===== src/design/acrr_pkg.sv =====
package acrr_pkg;

  localparam int TABLE_ENTRIES = 16;
  localparam int IDX_W = (TABLE_ENTRIES > 1) ? $clog2(TABLE_ENTRIES) : 1;

  localparam logic [15:0] MIN_ARP_LEN = 16'd28;
  localparam logic [15:0] HTYPE_ETH   = 16'h0001;
  localparam logic [15:0] PTYPE_IPV4  = 16'h0800;
  localparam logic [7:0]  HLEN_ETH    = 8'd6;
  localparam logic [7:0]  PLEN_IPV4   = 8'd4;
  localparam logic [15:0] OP_REQUEST  = 16'd1;

  typedef logic [IDX_W-1:0] idx_t;

  typedef enum logic [0:0] {
    CMD_PACKET = 1'b0,
    CMD_LOOKUP = 1'b1
  } cmd_t;

  typedef enum logic [0:0] {
    CFG_LOCAL_IP  = 1'b0,
    CFG_LOCAL_MAC = 1'b1
  } cfg_reg_t;

  typedef enum logic [1:0] {
    ST_IDLE,
    ST_READ,
    ST_CMP,
    ST_WRITE
  } ctrl_state_t;

  typedef struct packed {
    logic [31:0] ip;
    logic [47:0] mac;
  } entry_t;

  typedef struct packed {
    logic   en;
    idx_t   addr;
    entry_t data;
  } tbl_wr_t;

endpackage


===== src/design/arp_cache_with_request_reply_top.sv =====
// ARP cache with request/reply detection. An item is taken when start is high
// and busy is low; its single result appears on the out_ ports for one cycle
// with out_valid and cannot be held off. A lookup, or a packet that passes the
// header and target checks with a nonzero sender IP, scans the 16-entry table
// one entry at a time (memory read, then compare); a lookup stops at a hit or
// the last entry, and a packet ends with a write of its entry. A rejected
// packet, one not addressed to us, or one with a zero sender IP answers in the
// cycle after it is taken. busy drops in the cycle the result is out.
// Configuration writes take effect at the next clock edge.
module arp_cache_with_request_reply_top (
  input  logic        clk,
  input  logic        rst_n,
  input  logic        start,
  output logic        busy,
  input  logic        in_command,
  input  logic [15:0] in_packet_length,
  input  logic [15:0] in_hw_type,
  input  logic [15:0] in_proto_type,
  input  logic [7:0]  in_hw_addr_len,
  input  logic [7:0]  in_proto_addr_len,
  input  logic [15:0] in_arp_opcode,
  input  logic [31:0] in_src_ip,
  input  logic [47:0] in_src_mac,
  input  logic [31:0] in_tgt_ip,
  input  logic [31:0] in_lookup_ip,
  output logic        out_valid,
  output logic        out_lookup_hit,
  output logic [47:0] out_lookup_mac,
  output logic        out_send_reply,
  output logic [31:0] out_reply_tgt_ip,
  output logic [47:0] out_reply_tgt_mac,
  input  logic        cfg_we,
  input  logic [0:0]  cfg_index,
  input  logic [47:0] cfg_wdata
);

  logic [31:0] local_ip_r, local_ip_nxt;
  // local MAC register, written through cfg; no output carries it
  logic [47:0] local_mac_r, local_mac_nxt;

  acrr_pkg::idx_t    rd_addr;
  acrr_pkg::entry_t  rd_data;
  acrr_pkg::tbl_wr_t wr;

  always_ff @(posedge clk) begin
    if (!rst_n) begin
      local_ip_r  <= '0;
      local_mac_r <= '0;
    end else begin
      local_ip_r  <= local_ip_nxt;
      local_mac_r <= local_mac_nxt;
    end
  end

  always_comb begin
    local_ip_nxt  = local_ip_r;
    local_mac_nxt = local_mac_r;
    if (cfg_we) begin
      unique case (acrr_pkg::cfg_reg_t'(cfg_index))
        acrr_pkg::CFG_LOCAL_IP:  local_ip_nxt  = cfg_wdata[31:0];
        acrr_pkg::CFG_LOCAL_MAC: local_mac_nxt = cfg_wdata;
        default: ;
      endcase
    end
  end

  acrr_table_ram u_ram (
    .clk     (clk),
    .wr      (wr),
    .rd_addr (rd_addr),
    .rd_data (rd_data)
  );

  acrr_ctrl u_ctrl (
    .clk               (clk),
    .rst_n             (rst_n),
    .start             (start),
    .busy              (busy),
    .in_command        (in_command),
    .in_packet_length  (in_packet_length),
    .in_hw_type        (in_hw_type),
    .in_proto_type     (in_proto_type),
    .in_hw_addr_len    (in_hw_addr_len),
    .in_proto_addr_len (in_proto_addr_len),
    .in_arp_opcode     (in_arp_opcode),
    .in_src_ip         (in_src_ip),
    .in_src_mac        (in_src_mac),
    .in_tgt_ip         (in_tgt_ip),
    .in_lookup_ip      (in_lookup_ip),
    .local_ip          (local_ip_r),
    .rd_addr           (rd_addr),
    .rd_data           (rd_data),
    .wr                (wr),
    .out_valid         (out_valid),
    .out_lookup_hit    (out_lookup_hit),
    .out_lookup_mac    (out_lookup_mac),
    .out_send_reply    (out_send_reply),
    .out_reply_tgt_ip  (out_reply_tgt_ip),
    .out_reply_tgt_mac (out_reply_tgt_mac)
  );

endmodule


===== src/design/acrr_table_ram.sv =====
module acrr_table_ram (
  input  logic             clk,
  input  acrr_pkg::tbl_wr_t wr,
  input  acrr_pkg::idx_t   rd_addr,
  output acrr_pkg::entry_t rd_data
);

  acrr_pkg::entry_t mem [acrr_pkg::TABLE_ENTRIES];
  acrr_pkg::entry_t rd_data_r;

  always_ff @(posedge clk) begin
    if (wr.en) begin
      mem[wr.addr] <= wr.data;
    end
  end

  always_ff @(posedge clk) begin
    rd_data_r <= mem[rd_addr];
  end

  assign rd_data = rd_data_r;

endmodule


===== src/design/acrr_ctrl.sv =====
module acrr_ctrl (
  input  logic              clk,
  input  logic              rst_n,
  input  logic              start,
  output logic              busy,
  input  logic              in_command,
  input  logic [15:0]       in_packet_length,
  input  logic [15:0]       in_hw_type,
  input  logic [15:0]       in_proto_type,
  input  logic [7:0]        in_hw_addr_len,
  input  logic [7:0]        in_proto_addr_len,
  input  logic [15:0]       in_arp_opcode,
  input  logic [31:0]       in_src_ip,
  input  logic [47:0]       in_src_mac,
  input  logic [31:0]       in_tgt_ip,
  input  logic [31:0]       in_lookup_ip,
  input  logic [31:0]       local_ip,
  output acrr_pkg::idx_t    rd_addr,
  input  acrr_pkg::entry_t  rd_data,
  output acrr_pkg::tbl_wr_t wr,
  output logic              out_valid,
  output logic              out_lookup_hit,
  output logic [47:0]       out_lookup_mac,
  output logic              out_send_reply,
  output logic [31:0]       out_reply_tgt_ip,
  output logic [47:0]       out_reply_tgt_mac
);

  localparam acrr_pkg::idx_t IDX_LAST = acrr_pkg::idx_t'(acrr_pkg::TABLE_ENTRIES - 1);

  acrr_pkg::ctrl_state_t state_r, state_nxt;
  acrr_pkg::idx_t idx_r, idx_nxt;
  acrr_pkg::idx_t free_idx_r, free_idx_nxt;
  acrr_pkg::idx_t victim_r, victim_nxt;
  acrr_pkg::idx_t wr_idx_r, wr_idx_nxt;
  logic free_found_r, free_found_nxt;
  logic is_lookup_r, is_lookup_nxt;
  logic is_req_r, is_req_nxt;
  logic [31:0] key_ip_r, key_ip_nxt;
  logic [47:0] mac_r, mac_nxt;
  logic [acrr_pkg::TABLE_ENTRIES-1:0] valid_r, valid_nxt;

  logic        out_valid_r, out_valid_nxt;
  logic        out_hit_r, out_hit_nxt;
  logic [47:0] out_lmac_r, out_lmac_nxt;
  logic        out_reply_r, out_reply_nxt;
  logic [31:0] out_rip_r, out_rip_nxt;
  logic [47:0] out_rmac_r, out_rmac_nxt;

  logic hdr_ok;
  logic for_us;
  logic is_req_in;
  logic match;
  logic idx_last;
  logic cur_free;

  assign hdr_ok = (in_packet_length >= acrr_pkg::MIN_ARP_LEN) &&
                  (in_hw_type == acrr_pkg::HTYPE_ETH) &&
                  (in_proto_type == acrr_pkg::PTYPE_IPV4) &&
                  (in_hw_addr_len == acrr_pkg::HLEN_ETH) &&
                  (in_proto_addr_len == acrr_pkg::PLEN_IPV4);
  assign for_us    = (in_tgt_ip == local_ip);
  assign is_req_in = (in_arp_opcode == acrr_pkg::OP_REQUEST);

  assign match    = valid_r[idx_r] && (rd_data.ip == key_ip_r);
  assign idx_last = (idx_r == IDX_LAST);
  assign cur_free = !valid_r[idx_r];

  always_ff @(posedge clk) begin
    if (!rst_n) begin
      state_r     <= acrr_pkg::ST_IDLE;
      valid_r     <= '0;
      victim_r    <= '0;
      out_valid_r <= 1'b0;
    end else begin
      state_r     <= state_nxt;
      valid_r     <= valid_nxt;
      victim_r    <= victim_nxt;
      out_valid_r <= out_valid_nxt;
    end
  end

  always_ff @(posedge clk) begin
    idx_r        <= idx_nxt;
    free_idx_r   <= free_idx_nxt;
    free_found_r <= free_found_nxt;
    wr_idx_r     <= wr_idx_nxt;
    is_lookup_r  <= is_lookup_nxt;
    is_req_r     <= is_req_nxt;
    key_ip_r     <= key_ip_nxt;
    mac_r        <= mac_nxt;
    out_hit_r    <= out_hit_nxt;
    out_lmac_r   <= out_lmac_nxt;
    out_reply_r  <= out_reply_nxt;
    out_rip_r    <= out_rip_nxt;
    out_rmac_r   <= out_rmac_nxt;
  end

  always_comb begin
    state_nxt      = state_r;
    idx_nxt        = idx_r;
    free_idx_nxt   = free_idx_r;
    free_found_nxt = free_found_r;
    victim_nxt     = victim_r;
    wr_idx_nxt     = wr_idx_r;
    is_lookup_nxt  = is_lookup_r;
    is_req_nxt     = is_req_r;
    key_ip_nxt     = key_ip_r;
    mac_nxt        = mac_r;
    valid_nxt      = valid_r;
    out_valid_nxt  = 1'b0;
    out_hit_nxt    = out_hit_r;
    out_lmac_nxt   = out_lmac_r;
    out_reply_nxt  = out_reply_r;
    out_rip_nxt    = out_rip_r;
    out_rmac_nxt   = out_rmac_r;
    wr.en          = 1'b0;
    wr.addr        = wr_idx_r;
    wr.data.ip     = key_ip_r;
    wr.data.mac    = mac_r;

    unique case (state_r)
      acrr_pkg::ST_IDLE: begin
        if (start) begin
          idx_nxt        = '0;
          free_found_nxt = 1'b0;
          is_req_nxt     = is_req_in;
          mac_nxt        = in_src_mac;
          if (in_command == acrr_pkg::CMD_LOOKUP) begin
            is_lookup_nxt = 1'b1;
            key_ip_nxt    = in_lookup_ip;
            state_nxt     = acrr_pkg::ST_READ;
          end else if (hdr_ok && for_us && (in_src_ip != '0)) begin
            is_lookup_nxt = 1'b0;
            key_ip_nxt    = in_src_ip;
            state_nxt     = acrr_pkg::ST_READ;
          end else begin
            // rejected, not for us, or zero sender IP: answer right away
            out_valid_nxt = 1'b1;
            out_hit_nxt   = 1'b0;
            out_lmac_nxt  = '0;
            out_reply_nxt = hdr_ok && for_us && is_req_in;
            out_rip_nxt   = out_reply_nxt ? in_src_ip : '0;
            out_rmac_nxt  = out_reply_nxt ? in_src_mac : '0;
          end
        end
      end
      acrr_pkg::ST_READ: begin
        state_nxt = acrr_pkg::ST_CMP;
      end
      acrr_pkg::ST_CMP: begin
        if (is_lookup_r) begin
          if (match || idx_last) begin
            out_valid_nxt = 1'b1;
            out_hit_nxt   = match;
            out_lmac_nxt  = match ? rd_data.mac : '0;
            out_reply_nxt = 1'b0;
            out_rip_nxt   = '0;
            out_rmac_nxt  = '0;
            state_nxt     = acrr_pkg::ST_IDLE;
          end else begin
            idx_nxt   = idx_r + 1'b1;
            state_nxt = acrr_pkg::ST_READ;
          end
        end else begin
          if (match) begin
            wr_idx_nxt = idx_r;
            state_nxt  = acrr_pkg::ST_WRITE;
          end else begin
            if (cur_free && !free_found_r) begin
              free_found_nxt = 1'b1;
              free_idx_nxt   = idx_r;
            end
            if (idx_last) begin
              if (free_found_nxt) begin
                wr_idx_nxt = free_idx_nxt;
              end else begin
                wr_idx_nxt = victim_r;
                victim_nxt = (victim_r == IDX_LAST) ? '0 : victim_r + 1'b1;
              end
              state_nxt = acrr_pkg::ST_WRITE;
            end else begin
              idx_nxt   = idx_r + 1'b1;
              state_nxt = acrr_pkg::ST_READ;
            end
          end
        end
      end
      acrr_pkg::ST_WRITE: begin
        wr.en               = 1'b1;
        valid_nxt[wr_idx_r] = 1'b1;
        out_valid_nxt       = 1'b1;
        out_hit_nxt         = 1'b0;
        out_lmac_nxt        = '0;
        out_reply_nxt       = is_req_r;
        out_rip_nxt         = is_req_r ? key_ip_r : '0;
        out_rmac_nxt        = is_req_r ? mac_r : '0;
        state_nxt           = acrr_pkg::ST_IDLE;
      end
      default: begin
        state_nxt = acrr_pkg::ST_IDLE;
      end
    endcase
  end

  assign busy              = (state_r != acrr_pkg::ST_IDLE);
  assign rd_addr           = idx_r;
  assign out_valid         = out_valid_r;
  assign out_lookup_hit    = out_hit_r;
  assign out_lookup_mac    = out_lmac_r;
  assign out_send_reply    = out_reply_r;
  assign out_reply_tgt_ip  = out_rip_r;
  assign out_reply_tgt_mac = out_rmac_r;

  a_done_on_exit: assert property (@(posedge clk) disable iff (!rst_n)
    $fell(busy) |-> out_valid)
    else $error("transaction left the scan without a result");

  a_victim_only_when_full: assert property (@(posedge clk) disable iff (!rst_n)
    !$stable(victim_r) |-> (&$past(valid_r)))
    else $error("victim advanced while a free slot existed");

  a_written_valid: assert property (@(posedge clk) disable iff (!rst_n)
    wr.en |=> valid_r[$past(wr.addr)])
    else $error("written entry not marked valid");

  a_hit_xor_reply: assert property (@(posedge clk) disable iff (!rst_n)
    (out_valid && out_lookup_hit) |-> !out_send_reply)
    else $error("lookup hit and reply in one result");

endmodule

===== config.mk =====
export PLATFORM = sky130hd
export DESIGN_NAME = arp_cache_with_request_reply_top
export DESIGN_NICKNAME = d
export VERILOG_FILES = /design/src/design/acrr_pkg.sv /design/src/design/arp_cache_with_request_reply_top.sv /design/src/design/acrr_table_ram.sv /design/src/design/acrr_ctrl.sv
export SDC_FILE = /design/constraint.sdc
export NUM_CORES = 2
export LEC_CHECK = 0
export BUFFER_PORTS_ARGS = -buffer_cell sky130_fd_sc_hd__buf_2
export CAP_MARGIN = 0
export CORE_MARGIN = 2
export CORE_UTILIZATION = 43
export CTS_CLUSTER_SIZE = 12
export DETAILED_ROUTE_END_ITERATION = 10
export GPL_TIMING_DRIVEN = 0
export PLACE_DENSITY = 0.63
export SLEW_MARGIN = 20
export SYNTH_ARGS = -nofsm -noshare
export SYNTH_HDL_FRONTEND = slang
export SYNTH_SLANG_ARGS = --single-unit

===== constraint.sdc =====
create_clock -name clk -period 18.1 [get_ports clk]
set_input_delay 3.62 -clock clk [delete_from_list [all_inputs] [get_ports clk]]
set_output_delay 3.62 -clock clk [all_outputs]
set_load 0.03 [all_outputs]

==> impl_metrics.yaml <==
global_route:
  pin_count_of_the_biggest_net_entering_global_routing: 48
  total_congestion_overflow_after_global_routing: 0
  via_count_of_the_first_global_routing_pass: 31840
  global_route_wire_length_before_repair_mm: 229.6
  total_grt_usage: 0.2229
  antenna_found_initial: 10
clock_network:
  cts.root.buffer_cell: "sky130_fd_sc_hd__clkbuf_16"
  cts_tree: "yes"
  holdBufCountCts: 0
  ctsHtreeMaxLevel: 4
  worst_skew_pair.late_latency_ps: 790
  max-clock-path-buffers: 3
  cts-buffers-inserted: 170
  clkSinkCount: 1640
  cts.reportedPaths.clkPinSlew_ps: 60
  postCtsSetupRepairBufs: 0
  postCtsResizedCells: 0
routing:
  residual_drc: 0
  length_of_the_first_detailed_routing_pass_in_iterations: 5
  finalWirelength_mm: 161.5
  drt_iter0_markers: 3290
  avgRoutedWirePerCell_um: 29.56
  vias: 30710
  antenna_violating_nets_post_route: 0
  detailed_route_vias_per_instance: 5.621
setup_path:
  critical_path.startpoint_type: "input pin"
  critPathCaptureType: "flip-flop"
  criticalPathCategory: "input pin to flip-flop"
  crit-reg2reg-capture: "u_ctrl.out_reply_tgt_ip[28]$_DFFE_PP_"
  setup.reg_to_reg.worst_slack_ps: 13540
  required_time_reported_for_the_critical_path_endpoint_ps: 18540
  crit_path_max_fanout: 47
  worst_ep_arrival_time_ps: 7400
  reg2regPathDepth: 8
  rr_startpoint: "u_ctrl.key_ip_r[1]$_DFFE_PP_"
yosys:
  synth-async-reset-ratio: 0
  synth_cell_type_count: 52
  postSynthNetCount: 3012
  flops_latches_synth: 1640
  synth_edf_count: 1505
  ys_warn_count: 0
  post_synth_instance_area_um2: 61240
  seq_area_frac_synth: 0.7821
  synth_top_area_frac: 0.7379
  synth.avg_cell_area_um2: 22.42
  post_synth_main_area_contributors: "sky130_fd_sc_hd__edfxtp_1 74%, sky130_fd_sc_hd__mux4_2 15%, sky130_fd_sc_hd__dfxtp_1 4.4%"
  synth.largest_area_cell: "sky130_fd_sc_hd__edfxtp_1"
  synth-main-ff-cell: "sky130_fd_sc_hd__edfxtp_1"
  synthCells: 2732
finish:
  final_core_utilization: 0.5194
  drive_gt1_frac: 0.3555
  area.growth.synth_to_final_pct: 19.94
  multiInputGateArea_um2: 12900
  fillers: 11000
  ff_latch_area_um2: 47900
  finalNetCount: 3712
timing:
  achievable-frequency_mhz: 143.7
  timing.clock.skew_ps: 26.26
  postLayoutSetupSlackWorst_ps: 11140
  hold_slack_ps: 466.9
  tightest_slew_ps: 1146
  min_period_over_period: 0.3845
  report.final.hold_viol_count: 0
  slew_violations: 0
  setup_tns_ps: 0
  setup_repair_after_global_routing_missed_its_margin: "no"
  final_critical_period_ps: 6960
  setup-violations-final: 0
  max-slew-margin-rel: 0.2358
power_and_ir_drop:
  power_density_nw_per_um2: 109.6
  overall_power_uw: 8051
  vdd_drop_max_v: 0.00008016
  power_leakage_uw: 0.02400
job:
  maxCapViolations: 0
floorplanning:
  die_width_um: 381.4
  floorplan.die.height_um: 381.4
  initial_core_util: 0.4331
  core_um2: 141400
  top_level_ports: 410
  floorplan.die_area_um2: 145500
  rows: 138
placed_design:
  gp_routability_congestion: 0.8813
  buffer_ports.inserted: 391
  post-dp-hpwl_mm: 110.2
  dpl_worst_slack_ps: 10120
run_status:
  run_status: "completed"
worst_hold_path:
  whs_endpoint: "local_ip_r[14]$_SDFFE_PN0P_"
  hold_class: "flip-flop to flip-flop"
  min_delay_startpoint: "local_ip_r[14]$_SDFFE_PN0P_"
  worstHoldPathCells: 2
## placed cells by master (no fill, tap or decap), types with 4 or more instances in the layout
cell / netlist / routed
sky130_fd_sc_hd__mux4_2: 402 / 402
sky130_fd_sc_hd__nor3_1: 8 / 4
sky130_fd_sc_hd__nor4_1: 40 / 39
sky130_fd_sc_hd__buf_6: 1 / 19
sky130_fd_sc_hd__nor2_1: 63 / 50
sky130_fd_sc_hd__o21a_1: 4 / 4
sky130_fd_sc_hd__clkinv_1: 0 / 11
sky130_fd_sc_hd__nand4_1: 28 / 28
sky130_fd_sc_hd__clkbuf_8: 0 / 21
sky130_fd_sc_hd__edfxtp_1: 1505 / 1505
sky130_fd_sc_hd__buf_2: 29 / 425
sky130_fd_sc_hd__bufinv_16: 0 / 4
sky130_fd_sc_hd__clkbuf_2: 0 / 15
sky130_fd_sc_hd__xnor2_1: 34 / 34
sky130_fd_sc_hd__clkinv_2: 0 / 9
sky130_fd_sc_hd__a22o_1: 81 / 81
sky130_fd_sc_hd__a21oi_1: 38 / 38
sky130_fd_sc_hd__nor4b_1: 7 / 7
sky130_fd_sc_hd__mux2_2: 38 / 38
sky130_fd_sc_hd__dfxtp_1: 135 / 135
sky130_fd_sc_hd__xor2_1: 32 / 32
sky130_fd_sc_hd__nor3_2: 2 / 5
sky130_fd_sc_hd__buf_12: 0 / 23
sky130_fd_sc_hd__buf_16: 0 / 53
sky130_fd_sc_hd__buf_4: 3 / 44
sky130_fd_sc_hd__clkinvlp_4: 0 / 4
sky130_fd_sc_hd__nand2b_1: 7 / 7
sky130_fd_sc_hd__clkbuf_1: 88 / 157
sky130_fd_sc_hd__nand2_1: 73 / 72
sky130_fd_sc_hd__inv_1: 10 / 9
sky130_fd_sc_hd__and2_1: 51 / 51
sky130_fd_sc_hd__nor2_4: 0 / 13
sky130_fd_sc_hd__clkbuf_16: 0 / 173
## final cells by class
type,count,share of cell area
flip-flops and latches,1640,0.6520
multi-input cells,950,0.1756
clock buffers,275,0.06701
repair buffers,528,0.06013
well taps,1890,0.03219
plain buffers,131,0.007784
clock inverters,35,0.004565
inverters,11,0.0005962
diodes,3,0.0001022
## cells by family after synthesis
| family | share of synthesized area |
|---|---|
| adders and majority gates | 0.0004085 |
| AOI/OAI and AO/OA | 0.01820 |
| buffers and inverters | 0.009602 |
| xor gates and xnor gates | 0.009439 |
| muxes | 0.1551 |
| DFF | 0.7821 |
| and+or+nand+nor | 0.02515 |
## critical path, cell delays in order
cell and delay (ps):
sky130_fd_sc_hd__buf_2 140, sky130_fd_sc_hd__nor4_2 390, sky130_fd_sc_hd__buf_4 240, sky130_fd_sc_hd__nand4_1 340, sky130_fd_sc_hd__or2_2 420, sky130_fd_sc_hd__a41oi_1 770, sky130_fd_sc_hd__a21boi_0 360, sky130_fd_sc_hd__nand2_4 410
sky130_fd_sc_hd__buf_16 260, sky130_fd_sc_hd__buf_16 260
## power by group
| group | internal, uW | leakage (uW) | switching, uW |
|---|---|---|---|
| sequential | 4200 | 0.0148 | 72.5 |
| combinational | 208 | 0.00669 | 252 |
| clock | 1910 | 0.00254 | 1400 |
## through the flow
stage | cells | instance area, um2
floorplan | 2732 | 61240
global placement | 5013 | 65570
detailed placement | 5150 | 68180
CTS | 5460 | 73440
global route | 5462 | 73450
finish | 5463 | 73460
## synthesized netlist by cell type (2+ instances only)
master / instances
sky130_fd_sc_hd__nor3_1: 8
sky130_fd_sc_hd__mux4_2: 402
sky130_fd_sc_hd__clkbuf_1: 88
sky130_fd_sc_hd__nor4_1: 40
sky130_fd_sc_hd__a21oi_1: 38
sky130_fd_sc_hd__a2111oi_0: 2
sky130_fd_sc_hd__nand2b_1: 7
sky130_fd_sc_hd__dfxtp_1: 135
sky130_fd_sc_hd__inv_1: 10
sky130_fd_sc_hd__or2_2: 3
sky130_fd_sc_hd__nand2_1: 73
sky130_fd_sc_hd__o21a_1: 4
sky130_fd_sc_hd__xor2_1: 32
sky130_fd_sc_hd__nor3_2: 2
sky130_fd_sc_hd__buf_2: 29
sky130_fd_sc_hd__nor2b_1: 3
sky130_fd_sc_hd__buf_1: 10
sky130_fd_sc_hd__or4_1: 2
sky130_fd_sc_hd__ha_1: 2
sky130_fd_sc_hd__edfxtp_1: 1505
sky130_fd_sc_hd__mux2_2: 38
sky130_fd_sc_hd__and2_1: 51
sky130_fd_sc_hd__xnor2_1: 34
sky130_fd_sc_hd__nor4b_1: 7
sky130_fd_sc_hd__nor2_1: 63
sky130_fd_sc_hd__and3_1: 3
sky130_fd_sc_hd__o21ai_0: 3
sky130_fd_sc_hd__buf_4: 3
sky130_fd_sc_hd__a221o_1: 3
sky130_fd_sc_hd__mux2i_1: 2
sky130_fd_sc_hd__a22o_1: 81
sky130_fd_sc_hd__nand4_1: 28
sky130_fd_sc_hd__o211ai_1: 2
## metal layers
layer	wire length (um)	share of wire	GRT usage
met5	0	0	0
met4	4422	0.027	0.06653
met3	11330	0.070	0.04297
met2	82130	0.51	0.3810
met1	63580	0.39	0.2899
## worst max path at each step
| stage | start | endpoint | slack [ps] | cells after the start |
|---|---|---|---|---|
| after detailed placement | in_src_ip[3] | u_ctrl.out_reply_tgt_ip[31]$_DFFE_PP_ | 10120 | 10 |
| after floorplan | start | u_ctrl.out_lookup_hit$_SDFFCE_PN0P_ | 9810 | 4 |
| after global placement | u_ctrl.state_r[1]$_SDFFE_PN0P_ | u_ram.mem[1][13]$_DFFE_PP_ | 2850 | 5 |
| after CTS | in_src_ip[3] | u_ctrl.out_reply_tgt_ip[24]$_DFFE_PP_ | 10950 | 10 |
| final | in_src_ip[3] | u_ctrl.out_reply_tgt_ip[28]$_DFFE_PP_ | 11140 | 10 |
| after global routing | in_src_ip[3] | u_ctrl.out_reply_tgt_ip[28]$_DFFE_PP_ | 10950 | 10 |
## registers in the layout (all words and copies together), names as in the netlist, 2 cells and up
signal,count
u_ctrl.wr_idx_r,4
local_ip_r,32
u_ram.mem,1280
u_ctrl.key_ip_r,32
u_ctrl.out_reply_tgt_ip,32
u_ctrl.valid_r,16
u_ctrl.mac_r,48
u_ctrl.rd_addr,4
u_ctrl.state_r,2
u_ram.rd_data,80
u_ctrl.free_idx_r,4
u_ctrl.victim_r,4
u_ctrl.out_reply_tgt_mac,48
u_ctrl.out_lookup_mac,48
Note: power is estimated with default switching activity, not from simulation.
